[src/hdl/rtfp_pkg.sv]
`timescale 1ns / 1ps
// shared types and constants for the radar target frame parser
// no dependencies; used by rtfp_ctrl, rtfp_datapath and the top level
package rtfp_pkg;

  localparam int WinLen = 30;

  localparam logic [7:0] Hdr0  = 8'hAA;
  localparam logic [7:0] Hdr1  = 8'hFF;
  localparam logic [7:0] Hdr2  = 8'h03;
  localparam logic [7:0] Hdr3  = 8'h00;
  localparam logic [7:0] Tail0 = 8'h55;
  localparam logic [7:0] Tail1 = 8'hCC;

  localparam logic [1:0]  LastSlot    = 2'd2;
  localparam logic [31:0] SqrtBitInit = 32'h4000_0000;

  typedef struct packed {
    logic       shift;      // take rx_byte into the window
    logic       mul_first;  // square of x into the accumulator
    logic       mul_add;    // add square of y, start the root
    logic       sqrt_step;  // one root digit
    logic       out_load;   // fill the result register
    logic [1:0] slot;       // target slot being worked on
  } rtfp_cmd_t;

  typedef struct packed {
    logic frame_match;
    logic sqrt_last;
  } rtfp_status_t;

endpackage

[src/hdl/rtfp_datapath.sv]
`timescale 1ns / 1ps
// byte window, slot selection, square and integer root unit, result register
// depends on rtfp_pkg
module rtfp_datapath (
  input  logic                     clk,
  input  logic                     rst,
  input  rtfp_pkg::rtfp_cmd_t      cmd,
  output rtfp_pkg::rtfp_status_t   status,
  input  logic [7:0]               rx_byte,
  output logic [1:0]               target_number,
  output logic                     target_valid,
  output logic signed [15:0]       x_pos,
  output logic signed [15:0]       y_pos,
  output logic signed [15:0]       radial_speed,
  output logic [15:0]              range_dist,
  output logic [1:0]               valid_count,
  output logic                     last_target
);

  logic [7:0]  win [rtfp_pkg::WinLen];
  logic [15:0] x_raw, y_raw, s_raw, op, mag;
  logic        v0, v1, v2, cur_valid;
  logic [1:0]  cnt;
  logic [31:0] prod, acc, rad, root, sbit, trial;

  always_ff @(posedge clk) begin
    if (rst) begin
      for (int i = 0; i < rtfp_pkg::WinLen; i++) win[i] <= 8'h00;
    end else if (cmd.shift) begin
      for (int i = 0; i < rtfp_pkg::WinLen - 1; i++) win[i] <= win[i + 1];
      win[rtfp_pkg::WinLen - 1] <= rx_byte;
    end
  end

  assign status.frame_match = (win[0] == rtfp_pkg::Hdr0) && (win[1] == rtfp_pkg::Hdr1) &&
                              (win[2] == rtfp_pkg::Hdr2) && (win[3] == rtfp_pkg::Hdr3) &&
                              (win[rtfp_pkg::WinLen - 2] == rtfp_pkg::Tail0) &&
                              (win[rtfp_pkg::WinLen - 1] == rtfp_pkg::Tail1);

  // a target counts when x or y is nonzero
  assign v0 = ({win[5], win[4]} != 16'd0) || ({win[7], win[6]} != 16'd0);
  assign v1 = ({win[13], win[12]} != 16'd0) || ({win[15], win[14]} != 16'd0);
  assign v2 = ({win[21], win[20]} != 16'd0) || ({win[23], win[22]} != 16'd0);
  assign cnt = {1'b0, v0} + {1'b0, v1} + {1'b0, v2};

  always_comb begin
    case (cmd.slot)
      2'd1: begin
        x_raw = {win[13], win[12]};
        y_raw = {win[15], win[14]};
        s_raw = {win[17], win[16]};
        cur_valid = v1;
      end
      2'd2: begin
        x_raw = {win[21], win[20]};
        y_raw = {win[23], win[22]};
        s_raw = {win[25], win[24]};
        cur_valid = v2;
      end
      default: begin
        x_raw = {win[5], win[4]};
        y_raw = {win[7], win[6]};
        s_raw = {win[9], win[8]};
        cur_valid = v0;
      end
    endcase
  end

  // magnitude of a two's complement value; 0x8000 maps to 0x8000
  assign op    = cmd.mul_first ? x_raw : y_raw;
  assign mag   = op[15] ? (~op + 16'd1) : op;
  assign prod  = 32'(mag) * 32'(mag);
  assign trial = root + sbit;

  assign status.sqrt_last = sbit[0];

  always_ff @(posedge clk) begin
    if (cmd.mul_first) begin
      acc <= prod;
    end
    if (cmd.mul_add) begin
      rad  <= acc + prod;
      root <= 32'd0;
      sbit <= rtfp_pkg::SqrtBitInit;
    end else if (cmd.sqrt_step) begin
      if (rad >= trial) begin
        rad  <= rad - trial;
        root <= (root >> 1) + sbit;
      end else begin
        root <= root >> 1;
      end
      sbit <= sbit >> 2;
    end
  end

  always_ff @(posedge clk) begin
    if (cmd.out_load) begin
      target_number <= cmd.slot + 2'd1;
      target_valid  <= cur_valid;
      x_pos         <= $signed(x_raw);
      y_pos         <= $signed(y_raw);
      radial_speed  <= $signed(s_raw);
      range_dist    <= root[15:0];
      valid_count   <= cnt;
      last_target   <= (cmd.slot == rtfp_pkg::LastSlot);
    end
  end

endmodule

[src/hdl/rtfp_ctrl.sv]
`timescale 1ns / 1ps
// sequencer: byte intake, frame check and the per-target square, root and load steps
// depends on rtfp_pkg
module rtfp_ctrl (
  input  logic                    clk,
  input  logic                    rst,
  input  logic                    in_valid,
  output logic                    in_ready,
  output logic                    out_valid,
  input  logic                    out_ready,
  input  rtfp_pkg::rtfp_status_t  status,
  output rtfp_pkg::rtfp_cmd_t     cmd
);

  typedef enum logic [2:0] {
    ST_IDLE,
    ST_CHECK,
    ST_MUL_X,
    ST_MUL_Y,
    ST_SQRT,
    ST_LOAD
  } state_t;

  state_t     state;
  logic [1:0] slot;
  logic       out_free;

  assign in_ready = (state == ST_IDLE);
  assign out_free = !out_valid || out_ready;

  always_comb begin
    cmd           = '0;
    cmd.slot      = slot;
    cmd.shift     = (state == ST_IDLE) && in_valid;
    cmd.mul_first = (state == ST_MUL_X);
    cmd.mul_add   = (state == ST_MUL_Y);
    cmd.sqrt_step = (state == ST_SQRT);
    cmd.out_load  = (state == ST_LOAD) && out_free;
  end

  always_ff @(posedge clk) begin
    if (rst) begin
      state     <= ST_IDLE;
      slot      <= 2'd0;
      out_valid <= 1'b0;
    end else begin
      // a new beat is loaded, or the held beat stays until taken
      out_valid <= ((state == ST_LOAD) && out_free) || (out_valid && !out_ready);
      case (state)
        ST_IDLE: begin
          if (in_valid) state <= ST_CHECK;
        end
        ST_CHECK: begin
          slot  <= 2'd0;
          state <= status.frame_match ? ST_MUL_X : ST_IDLE;
        end
        ST_MUL_X: state <= ST_MUL_Y;
        ST_MUL_Y: state <= ST_SQRT;
        ST_SQRT: begin
          if (status.sqrt_last) state <= ST_LOAD;
        end
        ST_LOAD: begin
          // result register must be empty or emptying this cycle
          if (out_free) begin
            if (slot == rtfp_pkg::LastSlot) begin
              state <= ST_IDLE;
            end else begin
              slot  <= slot + 2'd1;
              state <= ST_MUL_X;
            end
          end
        end
        default: state <= ST_IDLE;
      endcase
    end
  end

endmodule

[src/hdl/radar_target_frame_parser.sv]
`timescale 1ns / 1ps
// Each accepted byte enters a 30-byte sliding window; a byte that does not
// complete a frame (header AA FF 03 00, tail 55 CC) goes through intake
// and check. A byte that completes a frame yields three result beats, one per
// target; each target goes through x*x and y*y on the shared 16x16
// multiplier, the one-digit-per-cycle integer root and one load; the load
// waits while the result register is full.
// The result register holds the last beat while the next byte is taken.
// depends on rtfp_pkg, rtfp_ctrl, rtfp_datapath
module radar_target_frame_parser (
  input  logic               clk,
  input  logic               rst,
  input  logic               in_valid,
  output logic               in_ready,
  input  logic [7:0]         rx_byte,
  output logic               out_valid,
  input  logic               out_ready,
  output logic [1:0]         target_number,
  output logic               target_valid,
  output logic signed [15:0] x_pos,
  output logic signed [15:0] y_pos,
  output logic signed [15:0] radial_speed,
  output logic [15:0]        range_dist,
  output logic [1:0]         valid_count,
  output logic               last_target
);

  rtfp_pkg::rtfp_cmd_t    cmd;
  rtfp_pkg::rtfp_status_t status;

  rtfp_ctrl u_ctrl (
    .clk       (clk),
    .rst       (rst),
    .in_valid  (in_valid),
    .in_ready  (in_ready),
    .out_valid (out_valid),
    .out_ready (out_ready),
    .status    (status),
    .cmd       (cmd)
  );

  rtfp_datapath u_datapath (
    .clk           (clk),
    .rst           (rst),
    .cmd           (cmd),
    .status        (status),
    .rx_byte       (rx_byte),
    .target_number (target_number),
    .target_valid  (target_valid),
    .x_pos         (x_pos),
    .y_pos         (y_pos),
    .radial_speed  (radial_speed),
    .range_dist    (range_dist),
    .valid_count   (valid_count),
    .last_target   (last_target)
  );

endmodule

[config.mk]
export PLATFORM = sky130hd
export DESIGN_NAME = radar_target_frame_parser
export DESIGN_NICKNAME = d
export VERILOG_FILES = /design/src/hdl/rtfp_pkg.sv /design/src/hdl/rtfp_datapath.sv /design/src/hdl/rtfp_ctrl.sv /design/src/hdl/radar_target_frame_parser.sv
export SDC_FILE = /design/constraint.sdc
export NUM_CORES = 1
export LEC_CHECK = 0
export BUFFER_PORTS_ARGS = -buffer_cell sky130_fd_sc_hd__buf_2
export CELL_PAD_IN_SITES_DETAIL_PLACEMENT = 0
export CELL_PAD_IN_SITES_GLOBAL_PLACEMENT = 1
export CORE_UTILIZATION = 51
export DETAILED_ROUTE_END_ITERATION = 10
export PLACE_DENSITY = 0.78
export RECOVER_POWER = 100
export SYNTH_ARGS = -nofsm -noshare
export SYNTH_HDL_FRONTEND = slang
export SYNTH_SLANG_ARGS = --single-unit
[constraint.sdc]
create_clock -name clk -period 14.55 [get_ports clk]
set_clock_uncertainty 0.1 [all_clocks]
set_input_delay 0.7275 -clock clk [delete_from_list [all_inputs] [get_ports clk]]
set_output_delay 0.7275 -clock clk [all_outputs]
set_load 0.005 [all_outputs]
==> results of run 1 <==
-- cell families after synthesis --
group                      count (synthesis)  share of synthesized area, %
and+or+nand+nor                          833                         14.85
AOI/OAI and AO/OA                        514                         11.54
DFF                                      427                         42.70
buffers and inverters                    369                         5.025
adders and majority gates                364                         20.09
xor gates and xnor gates                 146                         4.546
muxes                                     29                         1.214
other                                      2                       0.02611
-- worst max path at each step --
stage / to / slack, ns / from / depth (start not counted)
3_3_place_gp: u_datapath.rad[31] / 2.36 / u_ctrl.slot[0] / 40
3_5_place_dp: u_datapath.rad[31] / 2.31 / u_ctrl.slot[0] / 41
4_1_cts: u_datapath.rad[31] / 2.22 / u_ctrl.slot[0] / 41
5_1_grt: u_datapath.rad[31] / 0.89 / u_ctrl.slot[0] / 41
6_report: u_datapath.rad[31] / 1.63 / u_ctrl.slot[0] / 41
2_1_floorplan: u_datapath.rad[31] / 3.61 / u_ctrl.slot[0] / 44
-- power by group through the flow --
| stage | registers (W) | logic, W | clock network, W |
|---|---|---|---|
| floorplan | 0.00156 | 0.00363 | 0 |
| CTS | 0.00155 | 0.00496 | 0.00115 |
| finish | 0.00156 | 0.00496 | 0.00113 |
| global route | 0.00156 | 0.00551 | 0.00119 |
| global placement | 0.00158 | 0.00486 | 0 |
| detailed placement | 0.00158 | 0.00493 | 0 |
-- cell type report --
class / count / area (µm²)
fill: 4812 / 24100
multi-input combinational: 1897 / 15090
sequential: 427 / 12280
clock buffer: 59 / 1222
inverter: 275 / 1035
tap: 748 / 935.9
timing repair buffer: 109 / 533.0
clock inverter: 21 / 212.7
-- through the flow --
stage	area (µm²)	hold WS (ns)	setup WS, ns
detailed placement	29980	0.3926	2.311
floorplan	28790	0.3341	3.607
global route	31310	0.3089	0.8881
finish	31310	0.3183	1.635
global placement	29980	0.3800	2.359
CTS	31410	0.2874	2.223
-- flip-flops by register name, summed over array words and instances (netlist names) --
register / flops
u_datapath.rad: 32
u_ctrl.out_valid: 1
u_datapath.sbit: 16
u_ctrl.state: 3
u_datapath.radial_speed: 16
u_datapath.x_pos: 16
u_datapath.target_valid: 1
u_datapath.root: 32
u_ctrl.slot: 2
u_datapath.range_dist: 16
u_datapath.y_pos: 16
u_datapath.target_number: 2
u_datapath.valid_count: 2
u_datapath.acc: 31
u_datapath.win: 240
u_datapath.last_target: 1
-- critical path: cells and delay by family (launching register included) --
kind / cells / cell delay, ns
xor gates and xnor gates: 3 / 1.21
adders and majority gates: 9 / 4.20
AOI/OAI and AO/OA: 14 / 4.14
DFF: 1 / 0.35
and+or+nand+nor: 7 / 1.11
muxes: 1 / 0.08
buffers and inverters: 7 / 1.31
-- placed cells by master, fill, tap and decap left out, types with 19 or more instances in the layout --
cell / instances
clkbuf_16: 45
nor3_1: 31
edfxtp_1: 373
a31oi_1: 28
a21o_1: 42
xnor2_1: 82
buf_2: 51
dfxtp_1: 54
o21ai_0: 143
ha_1: 200
nand2_1: 248
nand3_1: 19
nor2_1: 129
nand4_1: 22
inv_1: 262
nand2b_1: 20
o31ai_1: 19
nor4_1: 30
and2_0: 90
clkbuf_1: 49
and2_1: 67
xor2_1: 61
fa_1: 163
a21oi_1: 108
nor2b_1: 125
a22oi_1: 29
-- routing by layer --
| layer | vias up | share of wire [%] | GRT usage [%] |
|---|---|---|---|
| met3 | 108 | 5.2 | 3.792 |
| li1 | 9484 | - | - |
| met1 | 10080 | 45 | 36.18 |
| met4 | 0 | 2.2 | 7.051 |
| met2 | 533 | 47 | 41.46 |
| met5 | - | 0 | 0 |
==> results.py, run 1 <==
metrics = {
    "grt": {
        "grt_max_degree": 143,
        "grt_first_pass_wirelength_um": 113600,
        "grtUsageTotal_pct": 25.71,
        "grt_overflow_total": 0,
        "antenna_found_initial": 0,
        "grt_pass1_vias": 20040,
    },
    "drt": {
        "drt_iter0_drc": 1485,
        "first_pass_iters": 6,
        "wl_um": 72260,
        "num_vias": 20210,
        "drc": 0,
        "ant_nets": 0,
        "vias_per_cell": 5.714,
        "post_drt_wl_per_cell_um": 20.43,
    },
    "clock_network": {
        "clkSinkCount": 427,
        "h-tree-depth": 2,
        "cts_tree": "yes",
        "clk_latency_ns": 0.60,
        "cts_buffers": 44,
        "cts_resized": 0,
        "clockRootBuffer": "clkbuf_16",
        "clockBufferDepth": 3,
        "clkTransAtPathRegs_ns": 0.06,
        "hold_buffers": 0,
        "cts_setup_buffers": 0,
    },
    "place": {
        "dp.cells": 3456,
        "numPortBuffers": 83,
        "place.gp.congestion": 0.9207,
        "hpwl_um": 52990,
    },
    "yosys": {
        "synth_flop_cell": "edfxtp_1",
        "ys_top_cells_by_area": "edfxtp_1 (39%), fa_1 (11%), ha_1 (8.7%), dfxtp_1 (3.8%), and2_1 (3.4%)",
        "netlist_instances": 2684,
        "yosysMostFrequentCell": "edfxtp_1",
        "synth.distinct_cells": 84,
        "synth-async-reset-ratio_pct": 0,
        "synth_top_area_share_pct": 38.95,
        "yosysWarnings": 0,
        "synth.avg_cell_area_um2": 10.72,
        "synth_area_mm2": 0.02876,
        "synth_common_cells": "edfxtp_1 (373), inv_1 (261), nand2_1 (248)",
        "yosys.area.top_type": "edfxtp_1",
        "synth-edff-count": 373,
        "seq_area_frac_synth_pct": 42.70,
        "ys_ff_latch": 427,
    },
    "timing": {
        "finalSetupViolCount": 0,
        "tightest_slew_ns": 4.928,
        "post-route-min-period_ns": 12.92,
        "timing.fmax_mhz": 77.43,
        "drv_slew": 715,
        "max-slew-margin-rel_pct": -228.5,
        "finalHoldViolations": 0,
        "tns_ns": 0,
        "rsz0062_at_grt": "no",
        "finalCritPeriodShare_pct": 88.76,
    },
    "pwr": {
        "combinationalPowerShare_pct": 64.9,
        "p_leak_nw": 13.11,
        "power_frac_seq_pct": 20.4,
        "sw_frac_of_total_pct": 45.83,
        "vdd_drop_max_mv": 0.3952,
        "p_switching_w": 0.003501,
        "finalPower_w": 0.007638,
        "p_int_w": 0.004137,
        "clock_power_share_pct": 14.7,
        "p_per_area_mw_per_mm2": 243.9,
    },
    "die": {
        "row_count": 86,
        "die_height_um": 239.5,
        "die_area_mm2": 0.05735,
        "chipWidth_um": 239.5,
        "core-area_mm2": 0.05542,
        "io_pins": 84,
        "start_util_pct": 51.90,
    },
    "worst_setup_path": {
        "max_stage_delay_ns": 0.90,
        "r2r-end": "u_datapath.rad[31]",
        "end_kind": "flip-flop",
        "critPathLaunchType": "flip-flop",
        "timing.critical_path.fanout_max": 39,
        "critPathRequiredTime_ns": 14.69,
        "slowest_stage": "xnor2_1",
        "r2r_cells": 41,
        "timing.rr.start": "u_ctrl.slot[0]",
        "arrival_ns": 13.05,
        "r2r_slack_ns": 1.63,
        "path_class": "flip-flop to flip-flop",
    },
    "run_status": {
        "violations": "max-capacitance violations, max-slew violations",
        "outcome": "finished with violations",
    },
    "final_layout": {
        "final_core_util_pct": 56.51,
        "finalNetCount": 3130,
        "syn2layout_area_growth_pct": 8.879,
        "antennaDiodeCount": 0,
        "final_cells": 3536,
        "drive_gt1_share_pct": 6.779,
    },
    "min_path": {
        "min_path_cells": 2,
        "hold_path_class": "input port to flip-flop",
        "holdCritStartpoint": "rx_byte[7]",
        "holdPathEnd": "u_datapath.win[0][239]",
    },
    "flow_run": {
        "drv_cap": 11,
    },
}
Note: power is estimated with default switching activity, not from simulation.
==> inputs of run 2 (changes only) <==
- CORE_ASPECT_RATIO: not set -> 1.1
- MAX_ROUTING_LAYER: not set -> met4
==> run 2 against run 1 <==
- the flow still finishes with violations (max-capacitance violations, max-slew violations)
- register-to-register slack gained 0.11 ns
- critical path depth shrank 4
- global-route usage shrank 0.11 points
==> results.py, run 2 (synthesized netlist as in run 1, its figures left out) <==
metrics = {
    "timing": {
        "timing.fmax_mhz": 78.09,
        "tns_ns": 0,
        "finalCritPeriodShare_pct": 88.02,
        "finalHoldViolations": 0,
        "drv_slew": 707,
        "tightest_slew_ns": 4.612,
        "holdWs_ns": 0.3365,
        "post-route-min-period_ns": 12.81,
        "max-slew-margin-rel_pct": -207.5,
        "rsz0062_at_grt": "no",
        "finalSetupViolCount": 0,
    },
    "drt": {
        "wl_met3_um": 3130,
        "post_drt_wl_per_cell_um": 20.09,
        "ant_nets": 0,
        "wl_um": 70920,
        "highest_layer": "met4",
        "num_vias": 19990,
        "drt_iter0_drc": 1342,
        "route.met2.wl_um": 35350,
        "first_pass_iters": 6,
        "drc": 0,
        "wl_met1_um": 30230,
        "vias_per_cell": 5.664,
    },
    "clock_network": {
        "h-tree-depth": 2,
        "clkSinkCount": 427,
        "cts_buffers": 45,
        "clockRootBuffer": "clkbuf_16",
        "clockBufferDepth": 3,
        "clk_latency_ns": 0.59,
        "clkTransAtPathRegs_ns": 0.06,
        "cts_resized": 0,
        "hold_buffers": 0,
        "cts_setup_buffers": 0,
        "cts_tree": "yes",
    },
    "pwr": {
        "p_leak_nw": 13.07,
        "combinationalPowerShare_pct": 63.6,
        "power_frac_seq_pct": 21.2,
        "vdd_drop_max_mv": 0.4363,
        "clock_power_share_pct": 15.2,
        "p_switching_w": 0.003243,
        "p_per_area_mw_per_mm2": 235.0,
        "sw_frac_of_total_pct": 44.13,
        "finalPower_w": 0.007349,
        "p_int_w": 0.004106,
    },
    "worst_setup_path": {
        "r2r_slack_ns": 1.74,
        "timing.critical_path.fanout_max": 44,
        "slowest_stage": "clkbuf_1",
        "arrival_ns": 13.04,
        "r2r_cells": 37,
        "critPathLaunchType": "flip-flop",
        "cp_common_cell": "fa_1",
        "end_kind": "flip-flop",
        "path_class": "flip-flop to flip-flop",
        "critPathRequiredTime_ns": 14.78,
        "max_stage_delay_ns": 0.85,
    },
    "place": {
        "place.gp.congestion": 0.9564,
        "hpwl_um": 51890,
        "numPortBuffers": 83,
    },
    "run_status": {
        "violations": "max-capacitance violations, max-slew violations",
        "outcome": "finished with violations",
    },
    "final_layout": {
        "top_register": "u_datapath.win",
        "reg.largest.list": "u_datapath.win (240), u_datapath.rad (32), u_datapath.root (32)",
        "drive_gt1_share_pct": 6.409,
        "finalNetCount": 3134,
        "final_core_util_pct": 56.56,
        "layout_commonest_cell": "edfxtp_1",
        "layout_common_cells": "edfxtp_1 (373), inv_1 (261), nand2_1 (248)",
        "largest_register_ffs": 240,
        "nFillCells": 4849,
        "syn2layout_area_growth_pct": 8.731,
    },
    "grt": {
        "grt_first_pass_wirelength_um": 111200,
        "grtUsageTotal_pct": 25.60,
        "grt_max_degree": 133,
        "grt_pass1_vias": 19840,
        "grt_overflow_total": 0,
        "antenna_found_initial": 1,
    },
    "min_path": {
        "hold_path_class": "input port to flip-flop",
        "min_path_cells": 2,
    },
    "die": {
        "die_area_mm2": 0.05735,
        "row_count": 90,
        "io_pins": 84,
        "chipWidth_um": 228.4,
        "die_height_um": 251.1,
        "core-area_mm2": 0.05529,
        "start_util_pct": 52.02,
    },
    "flow_run": {
        "drv_cap": 13,
    },
}
run 2: final timing paths:
kind,startpoint,to
worst max-delay path,u_ctrl.state[2],u_datapath.rad[30]
worst min-delay path,rx_byte[7],u_datapath.win[0][239]
worst max register to register,u_ctrl.state[2],u_datapath.rad[30]
worst min register to register,u_datapath.sbit[30],u_datapath.sbit[30]
run 2: metrics by stage:
stage	std cells	setup WS, ns	cell area (µm²)
finish	3530	1.744	31270
global route	3529	0.9315	31270
CTS	3529	2.668	31390
detailed placement	3447	2.655	29990
global placement	3447	2.984	29990
floorplan	2693	3.607	28790
run 2: critical path, delay by kind of cell, from the launching register on:
kind            cells  cell delay (ns)
mux                 1             0.27
xor+xnor            2             0.37
buf+inv            10             3.35
flops               1             0.57
compound gates     11             3.14
simple gates        4             0.70
fa+ha+maj           9             4.03
run 2: per-layer routing:
layer  vias up  GRT usage, %
met5         -             -
met4         0         7.670
met3       129         2.961
met2       503         42.94
met1      9877         32.68
li1       9484             -
run 2: layout make-up:
type / count / area, µm² / share of cell area (%)
Multi-Input combinational cell: 1897 / 15090 / 48.25
Sequential cell: 427 / 12280 / 39.28
Clock buffer: 63 / 1245 / 3.981
Inverter: 275 / 1035 / 3.309
Tap cell: 736 / 920.9 / 2.945
Timing Repair Buffer: 112 / 539.3 / 1.724
Clock inverter: 19 / 158.9 / 0.5081
Antenna cell: 1 / 2.502 / 0.008002
run 2: power groups by stage:
stage          clock network [W]  logic, W  registers, W
2_1_floorplan                  0   0.00363       0.00156
3_3_place_gp                   0   0.00466       0.00158
3_5_place_dp                   0   0.00472       0.00158
4_1_cts                  0.00114   0.00475       0.00155
5_1_grt                  0.00118   0.00531       0.00156
6_report                 0.00112   0.00467       0.00156
